**config.mk**
```make
export PLATFORM = sky130hd
export DESIGN_NAME = prefix_varint_field_decoder_top_flat
export DESIGN_NICKNAME = d
export VERILOG_FILES = /design/src/sv/pvfd_pkg.sv /design/src/sv/pvfd_if.sv /design/src/sv/prefix_varint_field_decoder_top.sv /design/src/flat_wrapper.sv
export VERILOG_INCLUDE_DIRS = /design/src /design/src/sv
export SDC_FILE = /design/constraint.sdc
export NUM_CORES = 1
export LEC_CHECK = 0
export ABC_AREA = 1
export ABC_CLOCK_PERIOD_IN_PS = 13000
export BUFFER_PORTS_ARGS = -buffer_cell sky130_fd_sc_hd__buf_2
export CAP_MARGIN = 5
export CELL_PAD_IN_SITES_DETAIL_PLACEMENT = 1
export CELL_PAD_IN_SITES_GLOBAL_PLACEMENT = 1
export CORE_AREA = 2 2 124 126
export CTS_CLUSTER_SIZE = 12
export DETAILED_ROUTE_END_ITERATION = 12
export DIE_AREA = 0 0 126 128
export GPL_TIMING_DRIVEN = 0
export HOLD_SLACK_MARGIN = 0.15
export PLACE_DENSITY = 0.82
export SKIP_LAST_GASP = 1
export SLEW_MARGIN = 20
export SYNTH_ARGS = -nofsm -noshare
export SYNTH_HDL_FRONTEND = slang
export SYNTH_SLANG_ARGS = --single-unit
```
**constraint.sdc**
```tcl
create_clock -name clk -period 13 [get_ports clk]
set_input_delay 3.25 -clock clk [delete_from_list [all_inputs] [get_ports clk]]
set_output_delay 3.25 -clock clk [all_outputs]
set_load 0.05 [all_outputs]
```
**src/sv/assert_macros.svh**
```systemverilog
// Assertion macros for the RTL files.
// ASSERT_CLK expects signals clk and arst_n in the enclosing scope; ASSERT_ALWAYS needs only clk.
`ifndef ASSERT_MACROS_SVH
`define ASSERT_MACROS_SVH

// Concurrent assertion, clocked on clk, disabled while reset is asserted.
`define ASSERT_CLK(label, prop, msg) \
	label: assert property (@(posedge clk) disable iff (!arst_n) prop) else $error(msg);

// Concurrent assertion that also checks during reset.
`define ASSERT_ALWAYS(label, prop, msg) \
	label: assert property (@(posedge clk) prop) else $error(msg);

`endif

```
**src/sv/pvfd_pkg.sv**
```systemverilog
// Package for the prefix varint field decoder: phase and result kind types,
// sizing constants and the leading-ones count. No dependencies.
package pvfd_pkg;

	localparam int PVFD_VALUE_BITS = 32;
	localparam int PVFD_OUT_BITS = 32;
	localparam int PVFD_TAIL_BITS = 4;

	typedef enum logic [1:0] {
		PH_IDLE    = 2'd0,
		PH_TAIL    = 2'd1,
		PH_PAYLOAD = 2'd2
	} phase_t;

	typedef enum logic [1:0] {
		KIND_INT   = 2'd0,
		KIND_BYTE  = 2'd1,
		KIND_EMPTY = 2'd2,
		KIND_ERROR = 2'd3
	} kind_t;

	function automatic logic [PVFD_TAIL_BITS-1:0] lead_ones(input logic [7:0] b);
		logic [PVFD_TAIL_BITS-1:0] n;
		logic                      run;
		n = '0;
		run = 1'b1;
		for (int i = 7; i >= 0; i--) begin
			run = run & b[i];
			if (run) begin
				n = n + 1'b1;
			end
		end
		return n;
	endfunction

endpackage

```
**src/sv/pvfd_if.sv**
```systemverilog
// Valid/ready channel interfaces of the prefix varint field decoder.
// Depends on nothing; the top level uses both.
interface pvfd_byte_if;
	logic       valid;
	logic       ready;
	logic [7:0] in_byte;
	logic       func;
	logic       packet_last;

	modport source (output valid, output in_byte, output func, output packet_last,
		input ready);
	modport sink (input valid, input in_byte, input func, input packet_last,
		output ready);
endinterface

interface pvfd_result_if;
	logic        valid;
	logic        ready;
	logic [1:0]  kind;
	logic [31:0] value;
	logic        string_end;

	modport source (output valid, output kind, output value, output string_end,
		input ready);
	modport sink (input valid, input kind, input value, input string_end,
		output ready);
endinterface

```
**src/sv/prefix_varint_field_decoder_top.sv**
```systemverilog
// Prefix varint field decoder: one packet byte per beat in, zero or one result per beat out.
// Depends on pvfd_pkg, the channel interfaces in pvfd_if.sv and assert_macros.svh.
//
// Usage:
//   rx carries packet bytes with func (field kind, sampled on a field's first byte)
//   and packet_last. tx carries results: integer done, string byte (string_end on
//   the final payload byte), empty string, or truncation error.
//   A byte accepted from rx is held in the input register and decoded from there; its
//   result, if any, is loaded into the tx register when the input register advances,
//   which waits while the tx register holds a result that tx has not taken.
//   Throughput is one byte per cycle while tx does not stall; the field state register
//   is updated by a single pass of shallow logic per byte, so the state loop sets that figure.
//   Reset clears the field state and both pipeline valids; the next byte starts
//   a new field. When tx stalls, the result register holds and one more byte
//   waits in the input register; rx.ready drops only when both are occupied.
//   A packet that ends inside a field yields one error result on its last byte,
//   and string bytes already passed on stay delivered.
`include "assert_macros.svh"

module prefix_varint_field_decoder_top
	import pvfd_pkg::*;
#(
	parameter int VALUE_BITS = PVFD_VALUE_BITS
) (
	input  logic               clk,
	input  logic               arst_n,
	pvfd_byte_if.sink          rx,
	pvfd_result_if.source      tx
);

	logic       valid_s1;
	logic [7:0] byte_s1;
	logic       func_s1;
	logic       last_s1;
	logic       adv;

	phase_t                    phase_q, phase_d;
	logic [PVFD_TAIL_BITS-1:0] tail_q, tail_d;
	logic [VALUE_BITS-1:0]     acc_q, acc_d;
	logic                      is_str_q, is_str_d;
	logic [VALUE_BITS-1:0]     pl_q, pl_d;

	logic                      fin;
	logic                      fail;
	logic [PVFD_TAIL_BITS-1:0] ones;
	logic                      produce;
	kind_t                     r_kind;
	logic [PVFD_OUT_BITS-1:0]  r_val;
	logic                      r_end;

	logic                      out_valid_q;
	kind_t                     kind_q;
	logic [PVFD_OUT_BITS-1:0]  value_q;
	logic                      end_q;

	assign adv = valid_s1 && (!out_valid_q || tx.ready);
	assign rx.ready = !valid_s1 || adv;

	always_ff @(posedge clk or negedge arst_n) begin
		if (!arst_n) begin
			valid_s1 <= 1'b0;
		end else if (rx.ready) begin
			valid_s1 <= rx.valid;
		end
	end

	always_ff @(posedge clk) begin
		if (rx.ready && rx.valid) begin
			byte_s1 <= rx.in_byte;
			func_s1 <= rx.func;
			last_s1 <= rx.packet_last;
		end
	end

	always_ff @(posedge clk or negedge arst_n) begin
		if (!arst_n) begin
			phase_q  <= PH_IDLE;
			tail_q   <= '0;
			acc_q    <= '0;
			is_str_q <= 1'b0;
			pl_q     <= '0;
		end else if (adv) begin
			phase_q  <= phase_d;
			tail_q   <= tail_d;
			acc_q    <= acc_d;
			is_str_q <= is_str_d;
			pl_q     <= pl_d;
		end
	end

	assign ones = lead_ones(byte_s1);

	always_comb begin
		phase_d  = phase_q;
		tail_d   = tail_q;
		acc_d    = acc_q;
		is_str_d = is_str_q;
		pl_d     = pl_q;
		fin      = 1'b0;
		fail     = 1'b0;
		produce  = 1'b0;
		r_kind   = KIND_INT;
		r_val    = '0;
		r_end    = 1'b0;

		unique case (phase_q)
			PH_IDLE: begin
				is_str_d = func_s1;
				acc_d = (ones >= PVFD_TAIL_BITS'(8)) ? '0 :
					VALUE_BITS'(byte_s1 & (8'hFF >> ones));
				if (ones == '0) begin
					fin = 1'b1;
				end else begin
					tail_d  = ones;
					phase_d = PH_TAIL;
				end
			end
			PH_TAIL: begin
				acc_d  = VALUE_BITS'({acc_q, byte_s1});
				tail_d = tail_q - 1'b1;
				if (tail_d == '0) begin
					fin = 1'b1;
				end
			end
			PH_PAYLOAD: begin
				if (last_s1 && pl_q > VALUE_BITS'(1)) begin
					fail = 1'b1;
				end else begin
					produce = 1'b1;
					r_kind  = KIND_BYTE;
					r_val   = PVFD_OUT_BITS'(byte_s1);
					r_end   = (pl_q <= VALUE_BITS'(1));
					pl_d    = pl_q - 1'b1;
					if (pl_d == '0) begin
						phase_d = PH_IDLE;
					end
				end
			end
			default: begin
				phase_d = PH_IDLE;
			end
		endcase

		if (fin) begin
			phase_d = PH_IDLE;
			tail_d  = '0;
			if (!is_str_d) begin
				produce = 1'b1;
				r_kind  = KIND_INT;
				r_val   = PVFD_OUT_BITS'(acc_d);
			end else if (acc_d == '0) begin
				produce = 1'b1;
				r_kind  = KIND_EMPTY;
			end else begin
				pl_d    = acc_d;
				phase_d = PH_PAYLOAD;
			end
		end

		if (last_s1) begin
			if (fail || phase_d != PH_IDLE) begin
				produce = 1'b1;
				r_kind  = KIND_ERROR;
				r_val   = '0;
				r_end   = 1'b0;
			end
			phase_d  = PH_IDLE;
			tail_d   = '0;
			acc_d    = '0;
			is_str_d = 1'b0;
			pl_d     = '0;
		end
	end

	always_ff @(posedge clk or negedge arst_n) begin
		if (!arst_n) begin
			out_valid_q <= 1'b0;
		end else if (adv) begin
			out_valid_q <= produce;
		end else if (tx.ready) begin
			out_valid_q <= 1'b0;
		end
	end

	always_ff @(posedge clk) begin
		if (adv && produce) begin
			kind_q  <= r_kind;
			value_q <= r_val;
			end_q   <= r_end;
		end
	end

	assign tx.valid      = out_valid_q;
	assign tx.kind       = kind_q;
	assign tx.value      = value_q;
	assign tx.string_end = end_q;

	`ASSERT_CLK(a_payload_nonzero, (phase_q == PH_PAYLOAD) |-> (pl_q != '0), "payload count zero in payload phase")
	`ASSERT_CLK(a_tail_range, (phase_q == PH_TAIL) |-> (tail_q != '0 && tail_q <= PVFD_TAIL_BITS'(8)), "tail count out of range")
	`ASSERT_CLK(a_last_idles, (adv && last_s1) |=> (phase_q == PH_IDLE && pl_q == '0), "state not cleared at packet end")
	`ASSERT_CLK(a_end_on_byte, (out_valid_q && end_q) |-> (kind_q == KIND_BYTE), "string end on non-byte result")
	`ASSERT_ALWAYS(a_ready_when_empty, (!valid_s1) |-> rx.ready, "input stage empty but not ready")

endmodule

```
**src/flat_wrapper.sv**
```systemverilog
// flat-port wrapper written by rule: the top's interface ports become plain ports
module prefix_varint_field_decoder_top_flat import pvfd_pkg::*;
#(
	parameter int VALUE_BITS = PVFD_VALUE_BITS
)
  (clk, arst_n, rx_valid, rx_in_byte, rx_func, rx_packet_last, rx_ready, tx_valid, tx_kind, tx_value, tx_string_end, tx_ready);
  pvfd_byte_if rx_i ();
  pvfd_result_if tx_i ();
  input  logic clk;
  input  logic arst_n;
  input wire logic [$bits(rx_i.valid)-1:0] rx_valid;
  input wire logic [$bits(rx_i.in_byte)-1:0] rx_in_byte;
  input wire logic [$bits(rx_i.func)-1:0] rx_func;
  input wire logic [$bits(rx_i.packet_last)-1:0] rx_packet_last;
  output wire logic [$bits(rx_i.ready)-1:0] rx_ready;
  output wire logic [$bits(tx_i.valid)-1:0] tx_valid;
  output wire logic [$bits(tx_i.kind)-1:0] tx_kind;
  output wire logic [$bits(tx_i.value)-1:0] tx_value;
  output wire logic [$bits(tx_i.string_end)-1:0] tx_string_end;
  input wire logic [$bits(tx_i.ready)-1:0] tx_ready;
  assign rx_i.valid = rx_valid;
  assign rx_i.in_byte = rx_in_byte;
  assign rx_i.func = rx_func;
  assign rx_i.packet_last = rx_packet_last;
  assign rx_ready = rx_i.ready;
  assign tx_valid = tx_i.valid;
  assign tx_kind = tx_i.kind;
  assign tx_value = tx_i.value;
  assign tx_string_end = tx_i.string_end;
  assign tx_i.ready = tx_ready;
  prefix_varint_field_decoder_top #(.VALUE_BITS(VALUE_BITS)) u_core (.clk(clk), .arst_n(arst_n), .rx(rx_i), .tx(tx_i));
endmodule
```
== Yosys cells after proc, flatten, opt, wreduce, memory -nomap -nowiden ==
Index checks and enable logic that the tools add are counted.

* Add/sub/neg operators: 9
* Magnitude comparators: 3
* Equality and inequality tests: 3
* Shift operators: 1
* Muxes and demuxes: 62
* Bitwise logic cells: 8
* Reductions and logical operators: 18

{| class="wikitable"
|+ Operators by type and width
! kind !! number
|-
| $mux W32 || 13
|-
| $logic_not A32 Y1 || 2
|-
| $pmux W32 S2 || 1
|-
| $mux W4 || 10
|-
| $and A8 B32 Y32 || 1
|-
| $gt A32 B1 Y1 const B || 1
|-
| $le A32 B1 Y1 const B || 1
|-
| $shr A8 B4 Y32 const A || 1
|-
| $sub A32 B1 Y32 const B || 1
|-
| $mux W2 || 13
|-
| $add A4 B1 Y4 const B || 6
|-
| $mux W1 || 21
|-
| $logic_not A4 Y1 || 2
|-
| $mux W8 || 1
|-
| $pmux W4 S2 || 1
|-
| $and A1 B1 Y1 || 7
|-
| $pmux W2 S3 || 1
|-
| $ge A4 B4 Y1 const B || 1
|-
| $logic_and A1 B1 Y1 || 4
|-
| $ne A4 B2 Y1 const B || 1
|-
| $reduce_bool A2 Y1 || 2
|-
| $reduce_bool A4 Y1 || 1
|-
| $sub A4 B1 Y4 const B || 1
|-
| $logic_or A1 B1 Y1 || 3
|-
| other kinds (7) || 8
|}

* Register bits: 118
* Input bits: 14
* Output and inout bits: 37

== Longest topological paths before layout ==
Gate-level depths: netlist of the first run.

* Depth after elaboration: 28
* Gate-level depth with buffers: 34
* Depth with buffers taken out: 33

== Least setup slack after synthesis of the first run ==
Ideal clock, no wire load.

* Path type: input to output
* Start point: in tx_ready
* End point: out rx_ready
* Arrival: 3.710 ns
* Data required time: 9.750 ns
* Slack: 6.040 ns
* Stages: 2
* Buffers on the path: 0
* Cells stage by stage: inv_1 > nand3_1

* Cells in the longest elaborated chain, start to end: 3

{| class="wikitable"
|+ RTL lines
! what !! line !! text
|-
| start, declared || flat_wrapper.sv:20 || <nowiki>input wire logic [$bits(tx_i.ready)-1:0] tx_ready;</nowiki>
|-
| $logic_or A1 B1 Y1 || prefix_varint_field_decoder_top.sv:56 || <nowiki>assign adv = valid_s1 && (!out_valid_q || tx.ready);</nowiki>
|-
| $logic_and A1 B1 Y1 || prefix_varint_field_decoder_top.sv:56 ||
|-
| $logic_or A1 B1 Y1 || prefix_varint_field_decoder_top.sv:57 || <nowiki>assign rx.ready = !valid_s1 || adv;</nowiki>
|-
| end, declared || flat_wrapper.sv:15 || <nowiki>output wire logic [$bits(rx_i.ready)-1:0] rx_ready;</nowiki>
|}

No other way between the ends.

== Final worst setup path of the first run ==
Ends and elaborated chain as after synthesis.

==> results of run 1 <==
-- cell usage in the layout (no fill, tap or decap), types with 3 or more instances in the layout --
| cell | instances |
|---|---|
| clkinvlp_4 | 3 |
| inv_1 | 118 |
| nor4_1 | 6 |
| nor2_4 | 3 |
| a21oi_1 | 19 |
| nor2_2 | 3 |
| clkbuf_16 | 17 |
| ha_1 | 9 |
| nor3_1 | 7 |
| nand3_2 | 3 |
| xnor2_1 | 6 |
| dfrtp_1 | 73 |
| buf_1 | 7 |
| inv_6 | 3 |
| nand2_2 | 10 |
| bufinv_16 | 5 |
| inv_2 | 6 |
| o21ai_1 | 29 |
| buf_4 | 4 |
| nor2_1 | 82 |
| o21ai_0 | 43 |
| nand2_1 | 233 |
| edfxtp_1 | 45 |
| nand4_1 | 19 |
| clkbuf_1 | 23 |
| o22ai_1 | 64 |
| buf_2 | 56 |
| nand3_1 | 58 |
| xor2_1 | 26 |
-- final cells by class --
type / instances / area [µm²] / area share, %
clock inverters: 15 / 225 / 2.72
clock buffers: 17 / 425 / 5.14
inverters: 124 / 465 / 5.62
flip-flops and latches: 118 / 3180 / 38.4
repair buffers: 51 / 280 / 3.39
multi-input cells: 640 / 3270 / 39.6
plain buffers: 42 / 193 / 2.33
well taps: 188 / 235 / 2.84
-- cells by family after synthesis --
group | share of synthesized area, %
AND/OR/NAND/NOR | 27.7
flip-flops | 44.7
buffers and inverters | 9.26
adder cells (fa/ha/maj) | 1.58
AO/OA/AOI/OAI | 12.8
XOR/XNOR | 3.94
-- sequential cells by signal, indices dropped and copies added (netlist names), 2 cells and up --
register         count
u_core.byte_s1       8
u_core.phase_q       2
u_core.tx.value     32
u_core.pl_q         32
u_core.tail_q        4
u_core.acc_q        32
u_core.tx.kind       2
-- final timing paths --
| kind | startpoint | end | slack [ns] | cells past startpoint |
|---|---|---|---|---|
| worst max register to register | u_core.byte_s1[6]$_DFFE_PP_ | u_core.tx.value[20]$_DFFE_PP_ | 7.35 | 31 |
| worst min-delay path | u_core.is_str_q$_DFFE_PN0P_ | u_core.is_str_q$_DFFE_PN0P_ | 0.50 | 2 |
| worst min register to register | u_core.is_str_q$_DFFE_PN0P_ | u_core.is_str_q$_DFFE_PN0P_ | 0.50 | 2 |
| max in group asynchronous | arst_n | u_core.tail_q[1]$_DFFE_PN0P_ | 9.64 | 2 |
| worst max-delay path | tx_ready | rx_ready | 6.01 | 4 |
| min in group asynchronous | arst_n | u_core.acc_q[25]$_DFFE_PN0P_ | 2.75 | 1 |
-- critical path, delay by kind of cell --
kind	cells	cell delay (ns)
buf+inv	3	0.39
simple gates	1	0.09
-- report_power, final --
group          internal (mW)  switching, mW
Sequential             0.487         0.0693
Combinational          0.329          0.840
Clock                  0.341          0.187
-- routing by layer --
| metal | vias to the layer above | track usage, % | part of all wire, % |
|---|---|---|---|
| met1 | 3416 | 39.2 | 41 |
| met3 | 50 | 6.34 | 5.3 |
| met2 | 207 | 53.4 | 50 |
| met5 | - | 0 | 0 |
| met4 | 0 | 14.0 | 3.3 |
| li1 | 3211 | - | - |
-- stage by stage --
stage	cell area, µm²	power (mW)
6_report	8280	2.25
4_1_cts	8280	2.24
3_5_place_dp	7630	1.69
3_3_place_gp	7600	1.67
5_1_grt	8280	2.38
2_1_floorplan	7110	1.38
==> out/metrics.cfg, run 1 <==
[critical_path]
critPathArrivalTime_ns=3.74
cpMostUsedCell=buf_2
path_max_fanout=3
worstSetupEndpointType=output pin
path_cells=buf_2 -> inv_1 -> nand3_1 -> buf_2
critical-path-max-stage-delay_ns=0.28
critPathKind=input pin to output pin
slowest_stage=buf_2
required_ns=9.75
cp-start-kind=input pin

[timing]
slew_headroom_pct=43.8
min_period_over_period_pct=53.7
setup_viol=0
skew_ns=0.0110
slew_viol_final=0
fmax_mhz=143
hold_ws_ns=0.497
fin_tns_setup_ns=0
fin_crit_ns=6.99
rsz0062_at_grt=no
tightest_slew_ns=0.840
fin_ws_ns=6.01
hold_viol_final=0

[logic_synthesis]
synth_largest_area_cell=dfrtp_1
synth_top_area_share_pct=25.7
synth.avg_cell_area_um2=7.70
synth_area_mm2=0.00711
synth_fp_nets=947
synth-seq-cells=118
synth_edf_count=45
synth-warning-count=0
yosysMostFrequentCell=nand2_1
async_flop_share_pct=61.9
synth.distinct_cells=42
netlist_instances=924
synth-main-ff-cell=dfrtp_1
synthTopCellsByArea=dfrtp_1 (26%), edfxtp_1 (19%), nand2_1 (12%)
synth-seq-area-share_pct=44.7
netlist_top_cells_count=nand2_1 (233), inv_1 (119), nor2_1 (82)

[global_routing]
grt_max_degree=45
grt_first_pass_wirelength_um=38600
antenna_found_initial=0
grt_pass1_vias=6985
grt_usage_pct=31.5
grt_overflow=0

[floorplan]
ios=51
die_h_um=128
start_util_pct=47.8
row_count=45
fp.dieW_um=126
dieArea_mm2=0.0161
core_mm2=0.0149

[clock_tree]
insertion_delay_ns=0.44
postCtsSetupRepairBufs=0
cts_resized=0
cts_buffers=17
cts_num_sinks=118
cts-root-buf=clkbuf_16
cts_tree=built
htree_levels=4
ctsHoldBuffers=0
clockBufferDepth=2
clkSlewWorstSetupHoldPaths_ns=0.06

[power]
power.density_mw_per_mm2=272
ir_drop_mv=0.129
leakagePower_nw=3.82

[routing]
ant_nets=0
vias=6884
drc=0
routedWlPerCell_um=20.7
vias_per_cell=5.76
drt-total-wl_um=24800
detail_route.first_pass.iterations=5
drt_iter0_markers=538

[finish]
fin_util_pct=55.7
layout.nets=1017
finalNonFillerCells=1195
drive_above_1_share_pct=12.7
fillers=1855
n_antenna_cell=0
area_delta_synth_final_pct=16.4

[job]
maxCapViolCount=0

[place]
pre_cts_slack_ns=6.02
place.port_buffers=50
dp_hpwl_um=17600
place_congestion=0.943
dp_cells=1163

[run_status]
status=complete, no violations

[min_path]
min_path_type=flip-flop to flip-flop

Note: power is estimated with default switching activity, not from simulation.
==> inputs of run 2 (changes only) <==
ABC_AREA = 0   (was 1)
ABC_CLOCK_PERIOD_IN_PS = 5990   (was 13000)
CORE_AREA = 2 2 133 135   (was 2 2 124 126)
DIE_AREA = 0 0 135 137   (was 0 0 126 128)
PLACE_DENSITY = 0.73   (was 0.82)
clock period = 5.99 ns   (was 13 ns; I/O delays follow)
==> out/metrics.cfg, run 2 <==
[timing]
fin_tns_setup_ns=0  ; unchanged
slew_viol_final=0  ; unchanged
hold_ws_ns=0.509  ; was 0.497 ns
tightest_slew_ns=1.01  ; was 0.840 ns
min_period_over_period_pct=99.7
setup_viol=0  ; unchanged
skew_ns=0.0114  ; was 0.0110 ns
hold_viol_final=0  ; unchanged
rsz0062_at_grt=yes  ; was no
slew_headroom_pct=32.2  ; was 43.8%
fin_ws_ns=0.0164  ; was 6.01 ns
fmax_mhz=167
fin_crit_ns=5.97

[critical_path]
critical-path-max-stage-delay_ns=0.48  ; was 0.28 ns
critPathKind=flip-flop to flip-flop  ; was input pin to output pin
path_delay_family=compound AO/OA/AOI/OAI gates  ; was buffers and inverters
critPathBufInv=6  ; was 3
cp-start-kind=flip-flop  ; was input pin
required_ns=6.13  ; was 9.75 ns
worstSetupEndpointType=flip-flop  ; was output pin
slowest_stage=edfxtp_1  ; was buf_2
path_max_fanout=5  ; was 3
critPathArrivalTime_ns=6.12  ; was 3.74 ns

[global_routing]
antenna_found_initial=1  ; was 0
grt_overflow=0  ; unchanged
grt_first_pass_wirelength_um=43000  ; was 38600 µm
grt_pass1_vias=7339  ; was 6985
grt_usage_pct=30.8  ; was 31.5%
grt_max_degree=38  ; was 45

[finish]
layout_commonest_cell=nand2_1  ; unchanged
area_delta_synth_final_pct=26.8  ; was 16.4%
fin_util_pct=53.3  ; was 55.7%
drive_above_1_share_pct=21.9  ; was 12.7%
mostFrequentLayoutCells=nand2_1 (76), dfrtp_1 (73), nor2_1 (71)  ; was nand2_1 (233), inv_1 (118), nor2_1 (82)
layout.nets=911  ; was 1017
n_antenna_cell=0  ; unchanged

[routing]
ant_nets=0  ; unchanged
routedWlPerCell_um=25.4  ; was 20.7 µm
drc=0  ; unchanged
vias_per_cell=6.65  ; was 5.76
drt_iter0_markers=745  ; was 538
vias=7487  ; was 6884
drt-total-wl_um=28600  ; was 24800 µm
detail_route.first_pass.iterations=5  ; unchanged

[clock_tree]
cts_num_sinks=118  ; unchanged
htree_levels=4  ; unchanged
ctsHoldBuffers=0  ; unchanged
clockBufferDepth=2  ; unchanged
clkSlewWorstSetupHoldPaths_ns=0.05  ; was 0.06 ns
insertion_delay_ns=0.43  ; was 0.44 ns
cts_buffers=17  ; unchanged
cts_tree=built  ; unchanged
cts-root-buf=clkbuf_16  ; unchanged

[logic_synthesis]
synth-warning-count=0  ; unchanged
synth-seq-cells=118  ; unchanged
synth.avg_cell_area_um2=9.17  ; was 7.70 µm²
synth-main-ff-cell=dfrtp_1  ; unchanged
netlist_top_cells_count=nor2_1 (80), nand2_1 (79), dfrtp_1 (73)  ; was nand2_1 (233), inv_1 (119), nor2_1 (82)
synth-seq-area-share_pct=44.4  ; was 44.7%
synth_area_mm2=0.00716  ; was 0.00711 mm²
synth_edf_count=45  ; unchanged
synth_top_area_share_pct=25.5  ; was 25.7%
netlist_instances=781  ; was 924
async_flop_share_pct=61.9  ; unchanged
synth_largest_area_cell=dfrtp_1  ; unchanged
synthTopCellsByArea=dfrtp_1 (25%), edfxtp_1 (19%), a22oi_1 (4.7%)  ; was dfrtp_1 (26%), edfxtp_1 (19%), nand2_1 (12%)
synth.distinct_cells=88  ; was 42
synth_fp_nets=804  ; was 947
yosysMostFrequentCell=nor2_1  ; was nand2_1

[floorplan]
ios=51  ; unchanged
row_count=48  ; was 45
fp.dieW_um=135  ; was 126 µm
dieArea_mm2=0.0185  ; was 0.0161 mm²
core_mm2=0.0171  ; was 0.0149 mm²
die_h_um=137  ; was 128 µm
start_util_pct=42.0  ; was 47.8%

[job]
maxCapViolCount=0  ; unchanged

[place]
place_congestion=0.939  ; was 0.943
place.port_buffers=50  ; unchanged
pre_cts_slack_ns=-1.07  ; was 6.02 ns
dp_hpwl_um=19600  ; was 17600 µm

[run_status]
status=complete, no violations  ; unchanged

[power]
leakagePower_nw=3.51  ; was 3.82 nW
power.density_mw_per_mm2=510  ; was 272 mW/mm²
ir_drop_mv=0.277  ; was 0.129 mV

[min_path]
min_path_type=flip-flop to flip-flop  ; unchanged

-- run 2: worst paths after layout --
check / endpoint / start / slack (ns) / cells past startpoint
min in group asynchronous: u_core.acc_q[27]$_DFFE_PN0P_ / arst_n / 1.04 / 1
hold reg to reg: u_core.tail_q[3]$_DFFE_PN0P_ / u_core.tail_q[3]$_DFFE_PN0P_ / 0.51 / 1
max in group asynchronous: u_core.pl_q[4]$_DFFE_PN0P_ / arst_n / 4.34 / 2
setup reg to reg: u_core.tx.value[13]$_DFFE_PP_ / u_core.byte_s1[6]$_DFFE_PP_ / 0.02 / 28
setup / recovery: u_core.tx.value[13]$_DFFE_PP_ / u_core.byte_s1[6]$_DFFE_PP_ / 0.02 / 28
hold / removal: u_core.tail_q[3]$_DFFE_PN0P_ / u_core.tail_q[3]$_DFFE_PN0P_ / 0.51 / 1
-- run 2: cell families (layout without fill, tap and decap cells) --
group	count (synthesis)	after routing	synth area share (%)
mux	5	5	0.716
buf+inv	78	197	4.52
simple gates	285	285	19.5
compound gates	278	279	28.1
xor+xnor	8	8	1.17
flops	118	118	44.4
fa+ha+maj	9	9	1.57
-- run 2: power breakdown --
part	internal (mW)	switching [mW]
sequential	1.06	0.182
combinational	0.767	1.62
clock	0.631	0.380
total	2.46	2.18
-- run 2: metrics by stage --
step	power (mW)	instance area, µm²	cells
after floorplan	2.62	7240	781
after global placement	3.17	7770	1056
after detailed placement	3.23	7790	1057
after CTS	4.38	8640	1109
after global routing	4.85	9090	1126
final	4.64	9090	1126
-- run 2: what timing repair did --
| item | in CTS | in global routing |
|---|---|---|
| cloned | 2 | 4 |
| gates resized for setup | 16 | 57 |
| setup endpoints to repair | 100 | 73 |
| setup buffers | 18 | 13 |
| pin swaps | 8 | 23 |
-- run 2: per-layer routing --
| layer | share of wire (%) | GRT usage [%] | vias up |
|---|---|---|---|
| li1 | - | - | 3230 |
| met1 | 41 | 40.6 | 3715 |
| met2 | 46 | 50.0 | 435 |
| met3 | 8.4 | 5.41 | 107 |
| met4 | 4.6 | 13.5 | 0 |
| met5 | 0 | 0 | - |
-- run 2: layout make-up --
class                   instances  area (µm²)
clock buffers                  22         465
fillers                      1953        7970
flip-flops and latches        118        3180
well taps                     225         282
inverters                      22        82.6
multi-input cells             586        4000
clock inverters                10         104
plain buffers                  56         280
repair buffers                 87         696
==> inputs of run 3 (changes only) <==
PLACE_DENSITY = unset   (was 0.73)
PLACE_DENSITY_LB_ADDON = 0.1   (was unset)
==> out/metrics.cfg, run 3 (same netlist as run 2, synthesis figures left out) <==
[clock_tree]
htree_levels=4  ; unchanged
cts_num_sinks=118  ; unchanged
cts_buffers=17  ; unchanged
insertion_delay_ns=0.43  ; about the same
cts_tree=built  ; unchanged
clockBufferDepth=2  ; unchanged
cts-root-buf=clkbuf_16  ; unchanged
clkSlewWorstSetupHoldPaths_ns=0.06  ; was 0.05 ns

[timing]
hold_ws_ns=0.515  ; was 0.509 ns
fmax_mhz=165  ; was 167 MHz
slew_headroom_pct=28.5  ; was 32.2%
slew_viol_final=0  ; unchanged
rsz0062_at_grt=yes  ; unchanged
fin_ws_ns=-0.0678  ; was 0.0164 ns
fin_crit_ns=6.06  ; was 5.97 ns
skew_ns=0.0107  ; was 0.0114 ns
tightest_slew_ns=1.06  ; was 1.01 ns
setup_viol=35  ; was 0
min_period_over_period_pct=101  ; was 99.7%
hold_viol_final=0  ; unchanged

[critical_path]
path_max_fanout=6  ; was 5
cp-start-kind=flip-flop  ; unchanged
critPathArrivalTime_ns=6.20  ; was 6.12 ns
required_ns=6.13  ; about the same
r2r_cells=26  ; was 28
critPathKind=flip-flop to flip-flop  ; unchanged
worstSetupEndpointType=flip-flop  ; unchanged

[power]
leakagePower_nw=3.46  ; was 3.51 nW
power.density_mw_per_mm2=515  ; was 510 mW/mm²
ir_drop_mv=0.253  ; was 0.277 mV
total_power_mw=4.63  ; was 4.64 mW
p_comb_share_pct=50.1  ; was 51.5%
p_int_mw=2.41  ; was 2.46 mW
power_frac_clock_pct=23.2  ; was 21.8%
seq_power_share_pct=26.8  ; was 26.7%
swShare_pct=47.9  ; was 47.1%
switchingPower_mw=2.22  ; was 2.18 mW

[min_path]
min_path_cells=1  ; unchanged
min_path_type=flip-flop to flip-flop  ; unchanged

[routing]
drt-total-wl_um=28900  ; was 28600 µm
vias_per_cell=6.63  ; was 6.65
drc=0  ; unchanged
drt_iter0_markers=854  ; was 745
detail_route.first_pass.iterations=5  ; unchanged
routed.top_layer=met4  ; unchanged
route.met2.wl_um=13600  ; was 13200 µm
vias=7463  ; was 7487
routedWlPerCell_um=25.7  ; was 25.4 µm
ant_nets=0  ; unchanged
wl_met1_um=11900  ; was 11600 µm
route.met3.wl_um=2210  ; was 2410 µm

[floorplan]
die_h_um=137  ; unchanged
ios=51  ; unchanged
dieArea_mm2=0.0185  ; unchanged
fp.dieW_um=135  ; unchanged
core_mm2=0.0171  ; unchanged
start_util_pct=42.0  ; unchanged
row_count=48  ; unchanged

[run_status]
violations=setup timing
status=complete, but fails checks  ; was complete, no violations

[finish]
design_area_mm2=0.00898  ; was 0.00909 mm²
mostFrequentLayoutCells=nand2_1 (77), dfrtp_1 (73), nor2_1 (69)  ; was nand2_1 (76), dfrtp_1 (73), nor2_1 (71)
drive_above_1_share_pct=21.4  ; was 21.9%
n_antenna_cell=0  ; unchanged
fin_util_pct=52.7  ; was 53.3%
layout_commonest_cell=nand2_1  ; unchanged
fillers=1983  ; was 1953
layout.nets=910  ; was 911
area_delta_synth_final_pct=25.4  ; was 26.8%

[global_routing]
grt_first_pass_wirelength_um=43500  ; was 43000 µm
grt_max_degree=45  ; was 38
grt_overflow=0  ; unchanged
grt_usage_pct=31.5  ; was 30.8%
antenna_found_initial=0  ; was 1
grt_pass1_vias=7425  ; was 7339

[job]
maxCapViolCount=0  ; unchanged

[place]
place.port_buffers=50  ; unchanged
dp_hpwl_um=19600  ; about the same
pre_cts_slack_ns=-1.10  ; was -1.07 ns
placed_area_mm2=0.00780  ; was 0.00779 mm²
place_congestion=0.940  ; was 0.939

run 3: cell count changes in the layout (fill, tap and decap cells not counted), sizes merged:
cell      before  now
buf          100  101
bufinv         2    1
clkbuf        65   60
inv           22   28
clkinv         7    6
clkinvlp       1    0
run 3: area by class of cell:
type,instances,area (µm²),area share [%]
Sequential cell,118,3180,35.4
Buffer,56,268,2.98
Clock buffer,19,475,5.29
Clock inverter,13,131,1.46
Inverter,22,82.6,0.919
Multi-Input combinational cell,586,3950,43.9
Timing Repair Buffer,86,622,6.92
Tap cell,225,282,3.13
run 3: power groups by stage:
| stage | clock [mW] | sequential, mW | combinational, mW |
|---|---|---|---|
| 2_1_floorplan | 0 | 1.43 | 1.18 |
| 3_3_place_gp | 0 | 1.23 | 1.94 |
| 3_5_place_dp | 0 | 1.24 | 1.99 |
| 4_1_cts | 1.07 | 1.23 | 2.11 |
| 5_1_grt | 1.11 | 1.26 | 2.47 |
| 6_report | 1.07 | 1.24 | 2.32 |
run 3: stage by stage:
stage	TNS [ns]	instances
4_1_cts	0	1104
5_1_grt	-6.93	1125
3_3_place_gp	-35.26	1056
6_report	-1.28	1125
3_5_place_dp	-48.02	1057
2_1_floorplan	-5.93	781
run 3: final timing paths:
path | from | end | slack, ns
max in group asynchronous | arst_n | u_core.pl_q[6]$_DFFE_PN0P_ | 4.34
setup / recovery | u_core.byte_s1[5]$_DFFE_PP_ | u_core.tx.kind[0]$_DFFE_PP_ | -0.07
min in group asynchronous | arst_n | u_core.tail_q[1]$_DFFE_PN0P_ | 1.04
hold / removal | u_core.tail_q[3]$_DFFE_PN0P_ | u_core.tail_q[3]$_DFFE_PN0P_ | 0.52
setup reg to reg | u_core.byte_s1[5]$_DFFE_PP_ | u_core.tx.kind[0]$_DFFE_PP_ | -0.07
hold reg to reg | u_core.tail_q[3]$_DFFE_PN0P_ | u_core.tail_q[3]$_DFFE_PN0P_ | 0.52
run 3: metal layers:
metal | up-vias | GRT usage, %
met5 | - | 0
met4 | 0 | 14.2
met3 | 98 | 6.59
met2 | 373 | 50.6
met1 | 3764 | 41.0
li1 | 3228 | -
run 3: worst max-delay path: stages (launching register included):
cell      delay [ns]
edfxtp_1        0.45
inv_2           0.10
a21oi_2         0.06
ha_1            0.29
o31a_1          0.25
ha_1            0.30
buf_6           0.13
a31o_4          0.22
ha_4            0.22
nand2_4         0.06
o21ai_2         0.05
a31o_2          0.26
ha_4            0.22
and4_1          0.16
a311o_1         0.35
ha_2            0.21
nand3_4         0.10
xnor3_2         0.30
nor4_4          0.24
o22ai_1         0.15
a41o_2          0.34
a211oi_4        0.27
nand2_1         0.12
or3_4           0.41
a31oi_4         0.21
buf_6           0.15
buf_12          0.12
run 3: what timing repair did:
item / CTS / global route
endpoints found under the setup margin: 100 / 91
pin swaps: 10 / 16
hold buffers: 0 / 0
setup buffers: 14 / 20
resized for setup: 14 / 41
gates cloned: 1 / 1
